--- src/linear_probe_hash_table_unit_defines.svh ---
// ----------------------------------------------------------------------------
// linear probe hash table - assertion macros
// shared property forms, clocked on clk and disabled while rst_n is low
// ----------------------------------------------------------------------------
`ifndef LINEAR_PROBE_HASH_TABLE_UNIT_DEFINES_SVH
`define LINEAR_PROBE_HASH_TABLE_UNIT_DEFINES_SVH

// same-cycle implication
`define LPHT_ASSERT_NOW(label, ante, cons, msg) \
  label: assert property (@(posedge clk) disable iff (!rst_n) (ante) |-> (cons)) \
    else $error(msg);

// next-cycle implication
`define LPHT_ASSERT_NEXT(label, ante, cons, msg) \
  label: assert property (@(posedge clk) disable iff (!rst_n) (ante) |=> (cons)) \
    else $error(msg);

`endif

--- src/lpht_pkg.sv ---
// ----------------------------------------------------------------------------
// lpht_pkg
// widths, codes and shared types of the linear probe hash table
// ----------------------------------------------------------------------------
package lpht_pkg;

  localparam int KEY_W         = 31;
  localparam int OP_W          = 2;
  localparam int ST_W          = 2;
  localparam int IDX_W         = 10;
  localparam int SIZE_W        = 11;
  localparam int SIZE_RESET    = 1024;
  localparam int MAX_SLOTS_DEF = 1024;

  // remainder unit: bits retired per cycle
  localparam int MOD_BITS   = 4;
  localparam int KEY_PAD    = ((KEY_W + MOD_BITS - 1) / MOD_BITS) * MOD_BITS;
  localparam int MOD_ROUNDS = KEY_PAD / MOD_BITS;

  typedef enum logic [OP_W-1:0] {
    OP_INSERT = 2'd0,
    OP_REMOVE = 2'd1,
    OP_SEARCH = 2'd2
  } opcode_t;

  typedef enum logic [ST_W-1:0] {
    ST_DONE   = 2'd0,
    ST_FULL   = 2'd1,
    ST_ABSENT = 2'd2
  } status_t;

  typedef enum logic [1:0] {
    MARK_EMPTY   = 2'd0,
    MARK_USED    = 2'd1,
    MARK_DELETED = 2'd2
  } mark_t;

  typedef enum logic [1:0] {
    S_CLEAR,
    S_IDLE,
    S_HASH,
    S_PROBE
  } state_t;

  typedef struct packed {
    mark_t            mark;
    logic [KEY_W-1:0] key;
  } entry_t;

  typedef struct packed {
    logic              start;
    logic [KEY_W-1:0]  dividend;
    logic [SIZE_W-1:0] divisor;
  } mod_req_t;

  typedef struct packed {
    logic              done;
    logic [SIZE_W-1:0] rem;
  } mod_rsp_t;

endpackage

--- src/lpht_mod.sv ---
// ----------------------------------------------------------------------------
// lpht_mod
// key modulo table size, restoring remainder, MOD_BITS quotient bits a cycle
// ----------------------------------------------------------------------------
module lpht_mod (
  input  logic             clk,
  input  logic             rst_n,
  input  lpht_pkg::mod_req_t req,
  output lpht_pkg::mod_rsp_t rsp
);
  import lpht_pkg::*;

  localparam int CW = (MOD_ROUNDS > 1) ? $clog2(MOD_ROUNDS) : 1;

  logic [KEY_PAD-1:0] dvd_r;
  logic [SIZE_W-1:0]  div_r;
  logic [SIZE_W-1:0]  rem_r;
  logic [SIZE_W-1:0]  rem_nxt;
  logic [CW-1:0]      cnt_r;
  logic               run_r;
  logic               done_r;

  // remainder stays below the divisor, so each trial fits one extra bit
  always_comb begin
    logic [SIZE_W:0] trial;
    rem_nxt = rem_r;
    for (int i = 0; i < MOD_BITS; i++) begin
      trial = {rem_nxt, dvd_r[KEY_PAD-1-i]};
      if (trial >= {1'b0, div_r}) begin
        trial = trial - {1'b0, div_r};
      end
      rem_nxt = trial[SIZE_W-1:0];
    end
  end

  always_ff @(posedge clk) begin
    if (!rst_n) begin
      run_r  <= 1'b0;
      done_r <= 1'b0;
      cnt_r  <= '0;
    end else begin
      done_r <= 1'b0;
      if (req.start && !run_r) begin
        run_r <= 1'b1;
        cnt_r <= '0;
      end else if (run_r) begin
        cnt_r <= cnt_r + CW'(1);
        if (cnt_r == CW'(MOD_ROUNDS - 1)) begin
          run_r  <= 1'b0;
          done_r <= 1'b1;
        end
      end
    end
  end

  always_ff @(posedge clk) begin
    if (req.start && !run_r) begin
      dvd_r <= KEY_PAD'(req.dividend);
      div_r <= req.divisor;
      rem_r <= '0;
    end else if (run_r) begin
      dvd_r <= dvd_r << MOD_BITS;
      rem_r <= rem_nxt;
    end
  end

  assign rsp.done = done_r;
  assign rsp.rem  = rem_r;

endmodule

--- config.mk ---
export PLATFORM = sky130hd
export DESIGN_NAME = lpht_mod
export DESIGN_NICKNAME = d
export VERILOG_FILES = /design/src/linear_probe_hash_table_unit_defines.svh /design/src/lpht_pkg.sv /design/src/lpht_mod.sv
export SDC_FILE = /design/constraint.sdc
export NUM_CORES = 1
export LEC_CHECK = 0
export ABC_AREA = 1
export BUFFER_PORTS_ARGS = -buffer_cell sky130_fd_sc_hd__buf_2
export CAP_MARGIN = 20
export CORE_AREA = 2 2 103 115
export DETAILED_ROUTE_END_ITERATION = 7
export DIE_AREA = 0 0 105 117
export MAX_ROUTING_LAYER = met4
export PLACE_DENSITY = 0.78
export SLEW_MARGIN = 20
export SYNTH_ARGS = -nofsm -noshare
export SYNTH_HDL_FRONTEND = slang
export SYNTH_SLANG_ARGS = --single-unit
export TNS_END_PERCENT = 10
--- constraint.sdc ---
create_clock -name clk -period 7.6 [get_ports clk]
set_clock_uncertainty 0.05 [all_clocks]
set_input_delay 0.38 -clock clk [delete_from_list [all_inputs] [get_ports clk]]
set_output_delay 0.38 -clock clk [all_outputs]
set_load 0.01 [all_outputs]
# After elaboration in Yosys (flattened, before gate mapping)
# Index checks and enable logic that the tools add are counted.
[word_totals]
ff_bits = 59
in_bits = 45
out_inout_bits = 12
[classes]
addsub = 5
order_cmp = 4
n_eq_ne = 1
n_mux = 10
bitwise_logic = 2
n_reduce_logical = 5
[ops]
columns = ["operator", "count"]
rows = [
  ["$mux W31", 2],
  ["$ge A12 B11 Y1", 4],
  ["$mux W11", 4],
  ["$sub A11 B11 Y11", 4],
  ["$mux W1", 4],
  ["$add A3 B1 Y3 const B", 1],
  ["$eq A3 B3 Y1 const B", 1],
  ["$reduce_or A3 Y1", 1],
  ["$not A1 Y1", 2],
  ["$reduce_bool A2 Y1", 1],
  ["$reduce_or A2 Y1", 1],
  ["$logic_and A1 B1 Y1", 1],
  ["$logic_not A1 Y1", 1],
]

# Depth between registers and ports, before layout
# Gate-level depths: netlist (run 1).
[depth]
ltp_word = 8
ltp_mapped = 50
mapped_depth_nobuf = 48

# Worst setup path after synthesis (run 1)
# No wires, ideal clock.
[synth_path]
kind = "reg2reg"
start = "reg div_r[0]"
end = "reg rem_r[9]"
setup_time_ns = 0.113
arrival_ns = 6.193
required_ns = 7.437
slack_ns = 1.244
stages_incl_launch_ff = 44
path_buffers = 3
cell_sequence = "edfxtp_1 -> ha_1 -> fa_1 -> inv_1 -> nand3_1 -> nand3_1 -> nand3_1 -> buf_2 -> nand4_1 -> nand2_1 -> ha_1 -> nand2_1 -> nor4_1 -> nand2_1 -> nand2_2 -> inv_1 -> nand3_4 -> buf_2 -> (+8 left out) -> a21oi_1 -> a21boi_4 -> nand3_1 -> nand2_1 -> inv_1 -> ha_1 -> nand2_1 -> o21ai_1 -> a21oi_1 -> o21ai_1 -> nand2_1 -> nand3_1 -> inv_1 -> nand3_2 -> buf_6 -> nand2_2 -> nand3_1 -> nand2_1"
[synth_via]
elab_chain_len = 8
word_cells_on_any_way = 12
cone_classes = "add/sub: 4; order compare: 4; mux: 4"
[synth_rtl]
columns = ["item", "line_no", "source"]
rows = [
  ["start, declared", "lpht_mod.sv:16", "logic [SIZE_W-1:0] div_r;"],
  ["start signal, assigned", "lpht_mod.sv:59", "div_r <= req.divisor;"],
  ["$sub A11 B11 Y11 / $ge A12 B11 Y1 (equally long branches)", "lpht_mod.sv:30, lpht_mod.sv:29", ""],
  ["$mux W11", "lpht_mod.sv:29", "if (trial >= {1'b0, div_r}) begin"],
  ["$sub A11 B11 Y11 / $ge A12 B11 Y1 (equally long branches)", "lpht_mod.sv:30, lpht_mod.sv:29", ""],
  ["$mux W11", "lpht_mod.sv:29", ""],
  ["$sub A11 B11 Y11 / $ge A12 B11 Y1 (equally long branches)", "lpht_mod.sv:30, lpht_mod.sv:29", ""],
  ["$mux W11", "lpht_mod.sv:29", ""],
  ["$sub A11 B11 Y11 / $ge A12 B11 Y1 (equally long branches)", "lpht_mod.sv:30, lpht_mod.sv:29", ""],
  ["$mux W11 *", "lpht_mod.sv:29", ""],
  ["end signal, assigned", "lpht_mod.sv:63", "rem_r <= rem_nxt;"],
  ["end, declared", "lpht_mod.sv:17", "logic [SIZE_W-1:0] rem_r;"],
]
# Every way passes the cells marked *; elsewhere a longest branch is shown, timed or not.
# A chain may end at the register's enable or synchronous reset.

# Final worst setup path (run 1)
[layout_path]
start = "reg div_r[10]"
end = "reg rem_r[1]"
[layout_via]
elab_chain_len = 8
word_cells_on_any_way = 12
cone_classes = "add/sub: 4; order compare: 4; mux: 4"
[layout_rtl]
columns = ["item", "line_no"]
rows = [
  ["$sub A11 B11 Y11 / $ge A12 B11 Y1 (equally long branches)", "lpht_mod.sv:30, lpht_mod.sv:29"],
  ["$mux W11", "lpht_mod.sv:29"],
  ["$ge A12 B11 Y1 / $sub A11 B11 Y11 (equally long branches)", "lpht_mod.sv:29, lpht_mod.sv:30"],
  ["$mux W11", "lpht_mod.sv:29"],
  ["$ge A12 B11 Y1 / $sub A11 B11 Y11 (equally long branches)", "lpht_mod.sv:29, lpht_mod.sv:30"],
  ["$mux W11", "lpht_mod.sv:29"],
  ["$sub A11 B11 Y11 / $ge A12 B11 Y1 (equally long branches)", "lpht_mod.sv:30, lpht_mod.sv:29"],
  ["$mux W11 *", "lpht_mod.sv:29"],
]
# Marked as above.

==> results of run 1 <==
==> final timing paths <==
check            start   endpoint  cells past startpoint
min reg2reg  dvd_r[27]  dvd_r[31]                      2
max          div_r[10]   rem_r[1]                     41
max reg2reg  div_r[10]   rem_r[1]                     41
min             req[9]   div_r[9]                      1
==> metal layers <==
metal	routed length [um]	part of all wire, %
met1	6030	42
met2	6430	45
met3	855	6.0
met4	926	6.5
met5	0	0
==> logic make-up after synthesis <==
logic type / synth area share [%]
adder cells (fa/ha/maj): 12.4
AND/OR/NAND/NOR: 35.3
buffers and inverters: 10.1
AO/OA/AOI/OAI: 6.55
XOR/XNOR: 5.31
flip-flops: 30.4
==> placed cells by master, fill, tap and decap left out, types with 3 or more instances in the layout <==
master and instances:
nand2_2 16, edfxtp_1 42, a21oi_2 3, nand3_1 62, dfxtp_1 17, xnor2_1 8
inv_2 6, buf_2 56, nor2_1 35, o21ai_2 3, clkbuf_16 9, nand3_4 4
fa_1 4, nand3b_1 3, nor3_1 6, nor2_2 4, a21oi_1 27, o21ai_0 10
nand4_1 14, clkinv_1 3, ha_1 45, xor2_1 24, inv_1 105, nand2_1 262
buf_4 17
==> synthesized netlist by cell type (8+ instances only) <==
cell,n,share of area [%]
o21ai_0,10,0.95
nand2_1,262,19
inv_1,106,7.5
nand2_2,16,1.9
ha_1,46,11
nand3_1,62,5.9
edfxtp_1,42,24
dfxtp_1,17,6.5
xnor2_1,8,1.3
buf_2,8,0.76
xor2_1,24,4.0
nor2_1,36,2.6
a21oi_1,31,2.9
nand4_1,14,1.7
==> cell type report <==
cell class | instances | area [um2] | area share (%)
Antenna cell | 1 | 2.50 | 0.0407
Sequential cell | 59 | 1600 | 26.0
Timing Repair Buffer | 73 | 408 | 6.63
Tap cell | 150 | 188 | 3.05
Multi-Input combinational cell | 559 | 3210 | 52.3
Clock inverter | 6 | 80.1 | 1.30
Inverter | 113 | 428 | 6.96
Clock buffer | 10 | 229 | 3.72
==> metrics by stage <==
stage | hold WS (ns) | std cells
after floorplan | 0.372 | 750
after global placement | 0.399 | 948
after detailed placement | 0.401 | 948
after CTS | 0.173 | 964
after global routing | 0.172 | 971
final | 0.176 | 971
==> registers in the layout, indices dropped and copies added, names as in the netlist <==
register,flops
dvd_r,32
rem_r,11
cnt_r,3
done_r,1
run_r,1
div_r,11
==> timing repair <==
item / in CTS / in global routing
buffers inserted: 0 / 6
endpoints found under the setup margin: 0 / 11
gates resized for setup: 0 / 15
==> run metrics, run 1 <==
Initial Util=47.2%; largest net degree at the start of global routing=39; DRT iter0 DRCs=287; die height=117 um; EDFF count, synth=42; mapped cell area=5280 um2; core area=11200 um2; Worst Setup End Kind=register; fin area=6150 um2; final net count=910; post-DR wirelength/cell=14.7 um; slowest CP cell=edfxtp_1; Placer Congestion=1.01; global-route met1 utilization=28.1%; top achievable clock speed=0.140 GHz; ANT nets after route=0; crit path launch type=register; Slew headroom=37.4%; post-route setup TNS=0 ns; Die W=105 um; biggest cell delay along the critical path=0.36 ns; DR pass1 iterations=7; post-synthesis cell type count=42; Critical Path RT=7.76 ns; Main synth FF type=edfxtp_1; global-route wire length before repair=23100 um; Root Driver=clkbuf_16; overflow left after global routing=0; Std-Cell Rows=41; Clock Tree Buf Depth=2; Yosys reg bits=59; Post-Synthesis Cells=750; Avg Cell Area, Syn=7.04 um2; CTS tree=built; Net Count, Synth=845; share of flip-flops with an asynchronous set or reset=0%; filler instances=1111; Most Crowded Layer GR=met2; TritonCTS buffer count=9; unrepaired setup endpoints after global routing=yes; Clk pin slew, worst setup/hold paths=0.05 ns; Clock Latency Late Sink=0.33 ns; Worst EP arrival=7.28 ns; Worst Path Buf+Inv=9; htree depth=3; Worst Hold Class=primary input to register; status=finished, final reports clean; reg2reg setup slack=0.48 ns; warnings from Yosys=0; share of cells above drive strength 1=16.7%; number of global-route vias before repair=4955; final core utilization=55.0%; total number of clock tree sinks=59; final wirelength=14200 um; initial antenna violation count=1; Pins Over Slew Limit=0; Worst Path Max Fanout=14; GRT Resource Usage Total=24.7%; HPWL Detailed=11000 um; setup violators final=0; total of max-cap violations=0; die area=12300 um2; I/O Pins=57; sequential-to-total area share from yosys stat=30.4%; area grow syn2layout=16.6%; most frequent CP cell=nand2_1; Place WS=0.327 ns; DRC errors left=0; Worst-Margin Slew=0.938 ns; met3 GRT Util=3.88%; Port Buf Inserts=56; min Tclk post-route=7.12 ns; Final period util=93.7%; Top delay family on crit path=simple AND/OR/NAND/NOR gates; Final WS setup=0.478 ns; via density per instance=5.19; via count=5037; hold_buf cts=0; Fin. Hold Viols=0; placed cell areas=5720 um2; met2 Track Usage GR=41.4%; worst setup path class=register to register
Power of run 1 is left out: the tool's default activity adds up to more than one toggle a clock period on the data nets, which glitch-free logic cannot reach.
==> run 2: changes to the inputs <==
--- a/config.mk
+++ b/config.mk
@@ -13,6 +13,7 @@
 export DIE_AREA = 0 0 105 117
 export MAX_ROUTING_LAYER = met4
 export PLACE_DENSITY = 0.78
+export RECOVER_POWER = 50
 export SLEW_MARGIN = 20
 export SYNTH_ARGS = -nofsm -noshare
 export SYNTH_HDL_FRONTEND = slang
==> run 2 against run 1 <==
The flow now finishes with violations (max-capacitance violations, max-slew violations). Global-route usage stayed put. Critical path depth up 1. Die area did not move. First-iteration DRC count rose by 5.6%. Non-clock buffer count unchanged. Via count is essentially flat. Cell count is 0.10% lower. Cell area decreased by 0.37%. Fmax about the same. Critical endpoint unchanged. Highest routed layer unchanged.
==> run metrics, run 2 (synthesized netlist as in run 1, its figures left out) <==
Initial Util=47.2% (unchanged); via density per instance=5.19 (about the same); area grow syn2layout=16.1% (was 16.6%); min Tclk post-route=7.13 ns (was 7.12 ns); total number of clock tree sinks=59 (unchanged); Worst Path Max Fanout=14 (unchanged); I/O Pins=57 (unchanged); Slew headroom=-16.2% (was 37.4%); Pins Over Slew Limit=39 (was 0); Root Driver=clkbuf_16 (unchanged); area of the multi-input gates=3210 um2 (unchanged); total of max-cap violations=1 (was 0); biggest cell delay along the critical path=0.50 ns (was 0.36 ns); most frequent cells in the layout=nand2_1, inv_1, nand3_1, ha_1, buf_2 (was nand2_1, inv_1, nand3_1, buf_2, ha_1); largest net degree at the start of global routing=39 (unchanged); Clock Tree Buf Depth=2 (unchanged); DRC errors left=0 (unchanged); Worst Hold Class=primary input to register (unchanged); crit path launch type=register (unchanged); Placer Congestion=1.01 (unchanged); die height=117 um (unchanged); final net count=910 (unchanged); Worst EP arrival=7.29 ns (was 7.28 ns); DRT iter0 DRCs=303 (was 287); Worst-Margin Slew=1.74 ns (was 0.938 ns); status=complete, but fails checks (was finished, final reports clean); most frequent CP cell=nand2_1 (unchanged); initial antenna violation count=0 (was 1); worst setup path class=register to register (unchanged); Die W=105 um (unchanged); core area=11200 um2 (unchanged); Worst setup startpoint=dvd_r[31] (was div_r[10]); filler instances=1110 (was 1111); Largest regs=dvd_r (32), div_r (11), rem_r (11) (unchanged); Final period util=93.8% (was 93.7%); die area=12300 um2 (unchanged); worst hold slack=0.176 ns (about the same); Critical Path RT=7.76 ns (about the same); fin area=6130 um2 (was 6150 um2); Largest Register=dvd_r (unchanged); top achievable clock speed=0.140 GHz (about the same); overflow left after global routing=0 (unchanged); worst reg2reg path startpoint=dvd_r[31] (was div_r[10]); failing checks=max-capacitance violations, max-slew violations; share of cells above drive strength 1=15.0% (was 16.7%); global-route wire length before repair=23100 um (unchanged); most common cell after layout, fill and taps aside=nand2_1 (unchanged); htree depth=3 (unchanged); slowest CP cell=fa_1 (was edfxtp_1); Place WS=0.327 ns (unchanged); setup violators final=0 (unchanged); max reg flops=32 (unchanged); final wirelength=14200 um (about the same); Fin. Hold Viols=0 (unchanged); hold_buf cts=0 (unchanged); post-route setup TNS=0 ns (unchanged); number of global-route vias before repair=4955 (unchanged); DR pass1 iterations=5 (was 7); Final WS setup=0.475 ns (was 0.478 ns); worst hold start=req[9] (unchanged); sequential cell area=1600 um2 (unchanged); post-DR wirelength/cell=14.7 um (about the same); placed cell areas=5720 um2 (unchanged); ANT nets after route=0 (unchanged); GRT Resource Usage Total=24.7% (unchanged); TritonCTS buffer count=9 (unchanged); ANT cells=0 (was 1); unrepaired setup endpoints after global routing=yes (unchanged); via count=5035 (was 5037); Std-Cell Rows=41 (unchanged); Clock Latency Late Sink=0.33 ns (about the same); HPWL Detailed=11000 um (unchanged); CTS tree=built (unchanged); Worst Setup End Kind=register (unchanged); Port Buf Inserts=56 (unchanged); Clk pin slew, worst setup/hold paths=0.05 ns (about the same)
run 2: per-layer routing:
layer	vias to the layer above	wire [um]	global-route usage [%]
met5	-	0	-
met3	56	889	3.88
met4	0	955	15.0
li1	2548	-	-
met1	2248	5930	28.1
met2	183	6440	41.4
run 2: area by class of cell:
class                      count  share of cell area (%)
sequential                    59                    26.1
clock inverter                 6                    1.31
inverter                     113                    6.98
multi-input combinational    559                    52.4
timing repair buffer          73                    6.33
tap                          150                    3.06
clock buffer                  10                    3.74
run 2: path summary, 6_finish.rpt:
check / to / slack, ns / cells past startpoint
hold reg to reg: dvd_r[31] / 0.39 / 2
setup reg to reg: rem_r[1] / 0.47 / 42
setup / recovery: rem_r[1] / 0.47 / 42
hold / removal: div_r[9] / 0.18 / 1
run 2: timing repair:
item | 4_1_cts | 5_1_grt
setup buffers | 0 | 6
endpoints found under the setup margin | 0 | 11
gates resized for setup | 0 | 15
run 2: metrics by stage:
step	utilization, %	cells
floorplan	-	750
global placement	51.2	948
detailed placement	51.2	948
CTS	53.9	964
global route	54.8	970
finish	54.8	970
run 2: critical path, delay by kind of cell, from the launching register on:
family,cells,cell delay (ns)
DFF,1,0.30
adders and majority gates,5,1.88
and+or+nand+nor,24,3.14
buffers and inverters,9,0.88
AOI/OAI and AO/OA,4,0.76
Power of run 2 is left out for the same reason.
==> run 3: changes to the inputs <==
--- a/config.mk
+++ b/config.mk
@@ -7,13 +7,13 @@
 export LEC_CHECK = 0
 export ABC_AREA = 1
 export BUFFER_PORTS_ARGS = -buffer_cell sky130_fd_sc_hd__buf_2
-export CAP_MARGIN = 20
 export CORE_AREA = 2 2 103 115
 export DETAILED_ROUTE_END_ITERATION = 7
 export DIE_AREA = 0 0 105 117
 export MAX_ROUTING_LAYER = met4
 export PLACE_DENSITY = 0.78
 export RECOVER_POWER = 50
+export REMOVE_ABC_BUFFERS = 1
 export SLEW_MARGIN = 20
 export SYNTH_ARGS = -nofsm -noshare
 export SYNTH_HDL_FRONTEND = slang
==> run 3 against run 2 <==
Critical endpoint is now rem_r[0]. Non-clock buffer count fell by 4. Cell count fell by 0.31%. Highest routed layer unchanged. The run still ends with max-capacitance violations, max-slew violations left. Critical path depth fell by 1. Global-route usage fell by 0.99 points.
==> run metrics, run 3 (synthesized netlist as in run 1, its figures left out) <==
die height=117 um (unchanged); final core utilization=54.0% (was 54.8%); DRT iter0 DRCs=360 (was 303); ANT nets after route=0 (unchanged); total of max-cap violations=1 (unchanged); Clock Latency Late Sink=0.33 ns (about the same); filler instances=1092 (was 1110); number of global-route vias before repair=4800 (was 4955); CTS tree=built (unchanged); GRT Resource Usage Total=23.7% (was 24.7%); global-route wire length before repair=22400 um (was 23100 um); Pins Over Slew Limit=39 (unchanged); htree depth=3 (unchanged); Worst Hold Class=primary input to register (unchanged); final net count=907 (was 910); area grow syn2layout=14.5% (was 16.1%); worst setup path class=register to register (unchanged); HPWL Detailed=10700 um (was 11000 um); most common cell after layout, fill and taps aside=nand2_1 (unchanged); core area=11200 um2 (unchanged); via count=4990 (was 5035); failing checks=max-capacitance violations, max-slew violations (unchanged); Die W=105 um (unchanged); initial antenna violation count=0 (unchanged); setup violators final=0 (unchanged); Worst Setup End Kind=register (unchanged); most frequent cells in the layout=nand2_1, inv_1, nand3_1, ha_1 (was nand2_1, inv_1, nand3_1, ha_1, buf_2); total number of clock tree sinks=59 (unchanged); status=complete, but fails checks (unchanged); Critical Path RT=7.76 ns (about the same); biggest cell delay along the critical path=0.47 ns (was 0.50 ns); Initial Util=47.2% (unchanged); Clk pin slew, worst setup/hold paths=0.05 ns (about the same); reg2reg setup slack=0.43 ns (was 0.47 ns); most frequent CP cell=nand3_1 (was nand2_1); post-DR wirelength/cell=14.3 um (was 14.7 um); Final period util=94.4% (was 93.8%); Port Buf Inserts=56 (unchanged); DR pass1 iterations=5 (unchanged); slowest CP cell=fa_1 (unchanged); min Tclk post-route=7.17 ns (was 7.13 ns); I/O Pins=57 (unchanged); crit path launch type=register (unchanged); Inst Count DP=946 (was 948); max reg flops=32 (unchanged); Slew headroom=-20.1% (was -16.2%); Largest regs=dvd_r (32), div_r (11), rem_r (11) (unchanged); DRC errors left=0 (unchanged); Fin. Hold Viols=0 (unchanged); Worst EP arrival=7.33 ns (was 7.29 ns); Std-Cell Rows=41 (unchanged); non-filler instance count after layout=967 (was 970); final wirelength=13800 um (was 14200 um); TritonCTS buffer count=9 (unchanged); Worst-Margin Slew=1.80 ns (was 1.74 ns); overflow left after global routing=0 (unchanged); Root Driver=clkbuf_16 (unchanged); post-route setup TNS=0 ns (unchanged); Worst Path Max Fanout=11 (was 14); share of cells above drive strength 1=14.1% (was 15.0%); largest net degree at the start of global routing=39 (unchanged); Placer Congestion=0.997 (was 1.01); Largest Register=dvd_r (unchanged); Place WS=0.238 ns (was 0.327 ns); top achievable clock speed=0.139 GHz (was 0.140 GHz); Clock Tree Buf Depth=2 (unchanged); die area=12300 um2 (unchanged); ANT cells=0 (unchanged); via density per instance=5.16 (was 5.19); Final WS setup=0.426 ns (was 0.475 ns)
==> run 3: cell types whose count changed in the layout (fill, tap and decap cells not counted), moves of 2 or more <==
| cell | change |
|---|---|
| buf_4 | -4 |
| a21oi_1 | +2 |
| a21oi_2 | -2 |
| bufinv_16 | -2 |
| clkbuf_1 | +2 |
| clkinv_1 | -2 |
| clkinv_2 | +2 |
| o21ai_1 | +2 |
==> run 3: final cells by class <==
class | count | area (um2) | share of cell area [%]
inverters | 113 | 424 | 7.02
well taps | 150 | 188 | 3.11
multi-input cells | 560 | 3210 | 53.1
clock buffers | 11 | 233 | 3.85
flip-flops and latches | 59 | 1600 | 26.5
repair buffers | 69 | 357 | 5.90
clock inverters | 5 | 30.0 | 0.497
==> run 3: worst max-delay path: cells and delay by family (launching register included) <==
family	cells	cell delay (ns)
simple gates	21	2.47
fa+ha+maj	5	1.75
compound gates	7	1.34
buf+inv	8	0.97
flops	1	0.46
==> run 3: final timing paths <==
path             start   endpoint  cells past startpoint
max           div_r[0]   rem_r[0]                     41
min reg2reg  dvd_r[27]  dvd_r[31]                      2
min             req[7]   div_r[7]                      1
max reg2reg   div_r[0]   rem_r[0]                     41
==> run 3: layer usage <==
| metal | global-route usage (%) | wire [um] | up-vias |
|---|---|---|---|
| met2 | 38.5 | 6280 | 181 |
| met3 | 3.93 | 1010 | 45 |
| met1 | 29.1 | 5940 | 2221 |
| li1 | - | - | 2543 |
| met5 | - | 0 | - |
| met4 | 11.4 | 607 | 0 |
==> run 3: timing repair <==
action                                  4_1_cts  5_1_grt
endpoints found under the setup margin        0       11
buffers inserted                              0        4
resized for setup                             0       12
hold buffers                                  0        0
==> run 3: stage by stage <==
step	hold WS, ns	area [um2]
after floorplan	0.372	5170
after global placement	0.380	5710
after detailed placement	0.385	5710
after CTS	0.170	5970
after global routing	0.173	6040
final	0.175	6040
Power of run 3 is left out for the same reason.
